[src/hdl/tpm_ram.sv]
// Generic RAM: one write port, two registered read ports.
`timescale 1ns / 1ps
`default_nettype none

module tpm_ram #(
    parameter int WIDTH = 8,
    parameter int DEPTH = 16
) (
    input  logic                     clk,
    input  logic                     wr_en,
    input  logic [$clog2(DEPTH)-1:0] wr_addr,
    input  logic [WIDTH-1:0]         wr_data,
    input  logic [$clog2(DEPTH)-1:0] rd_addr_a,
    output logic [WIDTH-1:0]         rd_data_a,
    input  logic [$clog2(DEPTH)-1:0] rd_addr_b,
    output logic [WIDTH-1:0]         rd_data_b
);

    logic [WIDTH-1:0] mem [DEPTH];

    always_ff @(posedge clk)
    begin
        if (wr_en)
        begin
            mem[wr_addr] <= wr_data;
        end
        rd_data_a <= mem[rd_addr_a];
        rd_data_b <= mem[rd_addr_b];
    end

endmodule

`default_nettype wire

[config.mk]
export PLATFORM = sky130hd
export DESIGN_NAME = tpm_ram
export DESIGN_NICKNAME = d
export VERILOG_FILES = /design/src/hdl/tpm_ram.sv
export SDC_FILE = /design/constraint.sdc
export NUM_CORES = 1
export LEC_CHECK = 0
export BUFFER_PORTS_ARGS = -buffer_cell sky130_fd_sc_hd__buf_2
export CAP_MARGIN = 20
export CORE_MARGIN = 1
export CORE_UTILIZATION = 45
export CTS_BUF_LIST = sky130_fd_sc_hd__clkbuf_2
export DETAILED_ROUTE_END_ITERATION = 7
export HOLD_SLACK_MARGIN = 0.12
export PLACE_DENSITY = 0.66
export SYNTH_ARGS = -nofsm -noshare
export SYNTH_HDL_FRONTEND = slang
export SYNTH_SLANG_ARGS = --single-unit
[constraint.sdc]
create_clock -name clk -period 3.83 [get_ports clk]
set_input_delay 0.766 -clock clk [delete_from_list [all_inputs] [get_ports clk]]
set_output_delay 0.766 -clock clk [all_outputs]
set_load 0.02 [all_outputs]
==> results.rst, run 1 <==
.. list-table::
   :header-rows: 1

   * - Metric
     - Value
   * - Pin count of the biggest net entering global routing
     - 33
   * - Placer Congestion
     - approximately 0.8
   * - Achievable Freq
     - roughly 480 MHz
   * - Fraction of layout instances using a drive strength above 1
     - 0.314
   * - Slowest Stage Delay on Critical Path
     - ~440 ps
   * - Share of the synthesized netlist area taken by xor and xnor gates
     - 0
   * - Multi-input gate area
     - around 2000 sq um
   * - Main combinational cell family by area after synthesis
     - multiplexers
   * - Routing usage on met1
     - 0.257
   * - Slew of the pin with the lowest slew margin
     - 995 ps
   * - Count of maximum capacitance violations
     - 0
   * - Launching instance or port of the critical path
     - rd_data_b[5]$_DFF_P_
   * - CTS Buf Count
     - 17
   * - Routed wire length per instance
     - about 25 um
   * - Tmin final
     - 2080 ps
   * - Vias/cell
     - 5.99
   * - Count of filler cells inserted in the layout
     - 1,120
   * - TritonCTS clock tree
     - built
   * - Floorplan Core Area
     - 13,800 sq um
   * - Worst slew margin relative to its limit
     - 0.334
   * - Required @ worst endpoint
     - 3060 ps
   * - CTS root buffer
     - clkbuf_2
   * - Wire length of the first global-routing pass
     - between 15 and 20 mm
   * - Post-synth top area cell
     - edfxtp_1
   * - Multiplexer share of the synthesized area
     - 0.244
   * - Setup-failing EPs final
     - 0
   * - Post-synthesis area per instance
     - between 20 and 25 sq um
   * - FF/Latch Area
     - approximately 4200 sq um
   * - Total wire length after detailed routing
     - ~13 mm
   * - Pre-Repair DR Iteration Count
     - 4
   * - Setup ws final
     - 1750 ps
   * - Vias in the first global route
     - between 3,000 and 4,000
   * - Commonest non-fill, non-tap cells in the layout
     - edfxtp_1, buf_2, mux4_2, a22oi_1, mux4_1
   * - CTS clk-pin slew, worst paths
     - about 200 ps
   * - Yosys warning count
     - 0
   * - Total buffers and inverters traversed by the critical path
     - 1
   * - DRC Markers
     - 0
   * - Number of max-slew violations in the final report
     - 0
   * - Synthesized area
     - around 6300 sq um
   * - Buffer depth of the longest clock path
     - 2
   * - Cell total after placement
     - between 500 and 600
   * - Number of non-filler instances in the completed layout
     - approximately 550
   * - Die span in x
     - ~120 um
   * - Number of vias in the routed layout
     - roughly 3,300
   * - Total number of nets in the final design
     - ~380
   * - Synth unique cells
     - 20
   * - Detailed Route Iter0 Violations
     - approximately 280
   * - Launching element type of the critical path
     - flip-flop
   * - Count of buffers added by post-CTS timing repair for setup
     - 0
   * - Die outline area
     - ~15,000 sq um
   * - Number of gates given a new drive strength after cts
     - 0
   * - Number of rows in the core area
     - 43
   * - Area share of fa/ha/maj cells after synthesis
     - 0
   * - RSZ-0062 raised after global routing
     - no
   * - Met2 track utilization from global routing
     - 0.321
   * - Cell with the largest stage delay on the worst path
     - dfxtp_1
   * - Most common cell after layout, fill and taps aside
     - edfxtp_1
   * - Post-synthesis sequential element count
     - roughly 140
   * - DP Wirelength
     - 8.65 mm
   * - R2r startpoint
     - mem[10][4]$_DFFE_PP_
   * - Class of the tightest hold or removal check
     - input pin to flip-flop
   * - Leakage power summed over all cells
     - around 2.4 nW
   * - Post-layout power
     - roughly 3.0 mW
   * - Growth of design area from synthesis to finish
     - 9.01%
   * - Clock latency reported for the late side of the worst-skew pair
     - about 700 ps
   * - Sequential fraction of the synthesis area
     - 0.656
   * - Met3 track demand over resource in global routing
     - 0.0552
   * - Compound-gate portion of the synthesized area
     - 0.0379
   * - Quantity of I/O buffers inserted on ports
     - 37
   * - Number of instances in the synthesized netlist
     - between 300 and 400
   * - Number of antenna violations at the first check in global routing
     - 0
   * - Arrival time at the worst endpoint
     - 1310 ps
   * - Diode insertion count for antenna repair
     - 0
   * - Final hold vios
     - 0
   * - Cells along the critical path
     - buf_2
   * - Worst clock skew on the final layout
     - 45.8 ps
   * - Hold wc startpoint
     - wr_data[1]
   * - Top cell family by delay on the critical path
     - flip-flops
   * - Run status
     - finished, final reports clean
   * - CTS H-Tree Depth
     - 4
   * - Critical setup path kind
     - flip-flop to primary output
   * - Initial Utilization
     - 0.459
   * - Crit-path max FO
     - 1
   * - Cell types with the largest area share after synthesis
     - edfxtp_1, mux4_2, mux4_1, dfxtp_1, a22oi_1
   * - Global routing usage summed across all routing layers
     - 0.198
   * - Post-Route Setup TNS
     - 0 ps
   * - Number of hold-repair buffers added at the cts stage
     - 0
   * - IO Pins
     - 38
   * - CP Capture Type
     - primary output
   * - Placement Setup Slack
     - around 1100 ps
   * - Syn Nets
     - approximately 330
   * - Area share of the largest cell type after synthesis
     - 0.606
   * - Most used routing layer in global routing
     - met2
   * - CTS Sinks
     - around 140
   * - Leftover overflow at the end of global routing
     - 0
   * - Remaining number of nets flagged by the antenna check after routing
     - 0
   * - Power per cell area
     - 432 nW/um^2
   * - Final Hold Slack
     - 432 ps
   * - Peak ir drop on the vdd network
     - between 0.15 and 0.2 mV
   * - Y dimension of the die
     - around 120 um
   * - Post-route clock period utilization
     - 0.543
   * - Post-synthesis share of cell area spent on and, or, nand and nor gates
     - 0.0343
## sequential cells by signal, summed over array words and instances, names as in the netlist
signal and count:
rd_data_b 8, rd_data_a 8, mem 128
## through the flow
step           instance area, sq um  utilization
5_1_grt                        6920        0.500
3_5_place_dp                   6660        0.482
4_1_cts                        6920        0.500
2_1_floorplan                  6350            -
6_report                       6920        0.500
3_3_place_gp                   6660        0.482
## cells by family (layout without fill, tap and decap cells)
| logic type | Yosys count | count (layout) |
|---|---|---|
| simple gates | 47 | 47 |
| flops | 144 | 144 |
| mux | 64 | 64 |
| compound gates | 32 | 32 |
| buf+inv | 20 | 79 |
## where the power goes
group / internal, mW / switching, mW / total [mW]
combinational: 0.115 / 0.155 / 0.270
clock: 0.443 / 0.498 / 0.941
sequential: 1.76 / 0.0190 / 1.77
total: 2.31 / 0.672 / 2.99
## worst paths after layout
check	slack [ps]	end	cells after the start
min reg2reg	700	rd_data_a[3]$_DFF_P_	3
max	1750	rd_data_b[5]	1
min	430	mem[12][1]$_DFFE_PP_	1
max reg2reg	2310	rd_data_a[4]$_DFF_P_	3
## area by class of cell
cell class                 instances  area share
sequential                       144       0.602
clock inverter                     8      0.0201
tap                              180      0.0326
timing repair buffer              47      0.0376
multi-input combinational        143       0.290
clock buffer                      24      0.0174
## synth_stat cells
cell type	n
nor2b_1	2
nor3_1	4
nand3b_1	2
mux4_1	28
buf_4	2
and2_1	2
nand3_1	1
nand2_1	17
buf_2	6
mux4_4	2
and2b_1	2
dfxtp_1	16
edfxtp_1	128
nand2b_1	2
buf_6	6
or3b_2	1
a22oi_1	32
clkdlybuf4s25_2	6
mux4_2	34
nor2_1	14
## layer usage
metal	routed length, um	up-vias
li1	-	1431
met1	5610	1714
met2	6720	109
met3	826	16
met4	228	0
met5	0	-
No activity file was read; power rests on OpenSTA's default activity.
==> run 2: changes to the inputs <==
Clock period 3.83 ns to 2.1 ns, I/O delays scaled along.
==> run 2 against run 1 <==
  * Global-route usage grew 0.66 points
  * First-iteration DRC count fell by 2.5%
  * Via count is 5.4% higher
  * Clock skew shrank 26 ps
  * Non-clock buffer count grew 26
  * Power up 79%
  * Wire length increased by 2.0%
  * Core utilization grew 1.7 points
  * Worst hold slack worse by 140 ps
  * Critical path depth did not move
  * Largest cell class unchanged
  * Highest routed layer unchanged
==> results.rst, run 2 (synthesis results as in run 1) <==
.. list-table::
   :header-rows: 1

   * - Metric
     - Value
   * - Placer Congestion
     - between 0.7 and 0.8
   * - Final hold vios
     - 0
   * - Critical setup path kind
     - flip-flop to primary output
   * - Die span in x
     - between 100 and 150 um
   * - Biggest regs
     - mem (128), rd_data_a (8), rd_data_b (8)
   * - Slowest Stage Delay on Critical Path
     - roughly 380 ps
   * - Number of vias in the routed layout
     - approximately 3,400
   * - Worst clock skew on the final layout
     - 20.1 ps
   * - Power per cell area
     - 746 nW/um^2
   * - DRC Markers
     - 0
   * - Class of the tightest hold or removal check
     - input pin to flip-flop
   * - Count of maximum capacitance violations
     - 0
   * - Pre-Repair DR Iteration Count
     - 4
   * - Initial Utilization
     - 0.459
   * - Number of flip-flops in the largest register
     - approximately 130
   * - Fraction of power consumed by the clock network
     - 0.293
   * - Top cell family by delay on the critical path
     - flip-flops
   * - CP Capture Type
     - primary output
   * - IO Pins
     - 38
   * - Diode insertion count for antenna repair
     - 0
   * - Post-route clock period utilization
     - 0.785
   * - Routed wire length per instance
     - 23.9 um
   * - CTS clk-pin slew, worst paths
     - 180 ps
   * - Post-layout power
     - 5.33 mW
   * - Number of max-slew violations in the final report
     - 0
   * - Multi-input gate area
     - around 2000 sq um
   * - Cells along the critical path
     - buf_2
   * - Y dimension of the die
     - roughly 120 um
   * - Pin count of the biggest net entering global routing
     - 33
   * - Floorplan Core Area
     - roughly 14,000 sq um
   * - Most common cell after layout, fill and taps aside
     - edfxtp_1
   * - Clock latency reported for the late side of the worst-skew pair
     - approximately 680 ps
   * - CTS Buf Count
     - 17
   * - Count of filler cells inserted in the layout
     - between 1,000 and 1,500
   * - RSZ-0062 raised after global routing
     - no
   * - Total number of nets in the final design
     - around 400
   * - Register containing the most flip-flops in the final layout
     - mem
   * - Launching instance or port of the critical path
     - rd_data_b[6]$_DFF_P_
   * - FF/Latch Area
     - between 4000 and 5000 sq um
   * - Required @ worst endpoint
     - 1680 ps
   * - Global routing usage summed across all routing layers
     - 0.205
   * - Number of gates given a new drive strength after cts
     - 0
   * - Switching fraction of total power
     - 0.229
   * - Quantity of I/O buffers inserted on ports
     - 37
   * - Leftover overflow at the end of global routing
     - 0
   * - Number of rows in the core area
     - 43
   * - Launching element type of the critical path
     - flip-flop
   * - DP Wirelength
     - slightly above 9 mm
   * - CTS H-Tree Depth
     - 4
   * - Crit-path max FO
     - 1
   * - Hold wc startpoint
     - rd_addr_b[1]
   * - CTS root buffer
     - clkbuf_2
   * - Cell with the largest stage delay on the worst path
     - dfxtp_1
   * - Register share of total power
     - 0.606
   * - Vias/cell
     - 6.02
   * - Internal power summed over all cells
     - between 4 and 5 mW
   * - Total buffers and inverters traversed by the critical path
     - 1
   * - R2r startpoint
     - mem[9][2]$_DFFE_PP_
   * - Achievable Freq
     - around 600 MHz
   * - Buffer depth of the longest clock path
     - 2
   * - Detailed Route Iter0 Violations
     - ~270
   * - Number of antenna violations at the first check in global routing
     - 0
   * - Net Switching
     - roughly 1.2 mW
   * - Run status
     - finished, final reports clean
   * - Total wire length after detailed routing
     - ~14 mm
   * - Leakage power summed over all cells
     - about 2.5 nW
   * - Worst slew margin relative to its limit
     - 0.674
   * - Wire length of the first global-routing pass
     - ~21 mm
   * - Portion of total power attributed to combinational logic
     - 0.100
   * - Vias in the first global route
     - approximately 3,600
   * - Fraction of layout instances using a drive strength above 1
     - 0.332
   * - Arrival time at the worst endpoint
     - approximately 1200 ps
   * - Slew of the pin with the lowest slew margin
     - about 490 ps
   * - Remaining number of nets flagged by the antenna check after routing
     - 0
   * - Tmin final
     - 1650 ps
   * - TritonCTS clock tree
     - built
   * - Peak ir drop on the vdd network
     - ~0.28 mV
   * - Commonest non-fill, non-tap cells in the layout
     - edfxtp_1, buf_2, mux4_2, a22oi_1, mux4_1
   * - CTS Sinks
     - around 140
   * - Post-Route Setup TNS
     - 0 ps
   * - Growth of design area from synthesis to finish
     - 12.7%
   * - Setup-failing EPs final
     - 0
   * - Die outline area
     - approximately 15,000 sq um
-- run 2: path summary, 6_finish.rpt --
kind,slack [ps],end,cells past startpoint
worst max-delay path,450,rd_data_b[6],1
worst max register to register,680,rd_data_a[2]$_DFF_P_,3
worst min register to register,710,rd_data_b[4]$_DFF_P_,3
worst min-delay path,290,rd_data_b[4]$_DFF_P_,4
-- run 2: cell type report --
cell class / count / area share
sequential: 144 / 0.582
timing repair buffer: 73 / 0.0735
tap: 180 / 0.0315
multi-input combinational: 143 / 0.281
clock buffer: 22 / 0.0154
clock inverter: 10 / 0.0168
-- run 2: power groups by stage --
| stage | logic, mW | clock network (mW) | registers [mW] |
|---|---|---|---|
| final | 0.536 | 1.56 | 3.23 |
| after global placement | 0.520 | 0 | 3.29 |
| after detailed placement | 0.529 | 0 | 3.30 |
| after floorplan | 0.290 | 0 | 3.33 |
| after global routing | 0.576 | 1.73 | 3.24 |
| after CTS | 0.541 | 1.61 | 3.24 |
-- run 2: stage by stage --
step,worst slack [ps],instance area [sq um],utilization,hold slack [ps],std cells
floorplan,187,6350,-,519,307
global placement,201,6840,0.495,669,532
detailed placement,191,6840,0.495,689,532
CTS,361,7150,0.517,198,572
global route,306,7150,0.517,215,572
finish,451,7150,0.517,293,572
-- run 2: worst register-to-register path, cell delays in order (launching register included) --
cell	delay (ps)
edfxtp_1	410
mux4_1	510
a22oi_1	330
nand2_1	80
-- run 2: metal layers --
layer	share of wire	vias up	GRT usage
met2	0.52	132	0.347
li1	-	1483	-
met5	0	-	0
met3	0.060	21	0.0467
met1	0.40	1809	0.256
met4	0.016	0	0.0802
-- run 2: what timing repair did --
item / 4_1_cts / 5_1_grt
hold endpoints to repair: 128 / 0
setup buffers: 0 / 0
hold buffers: 8 / 0
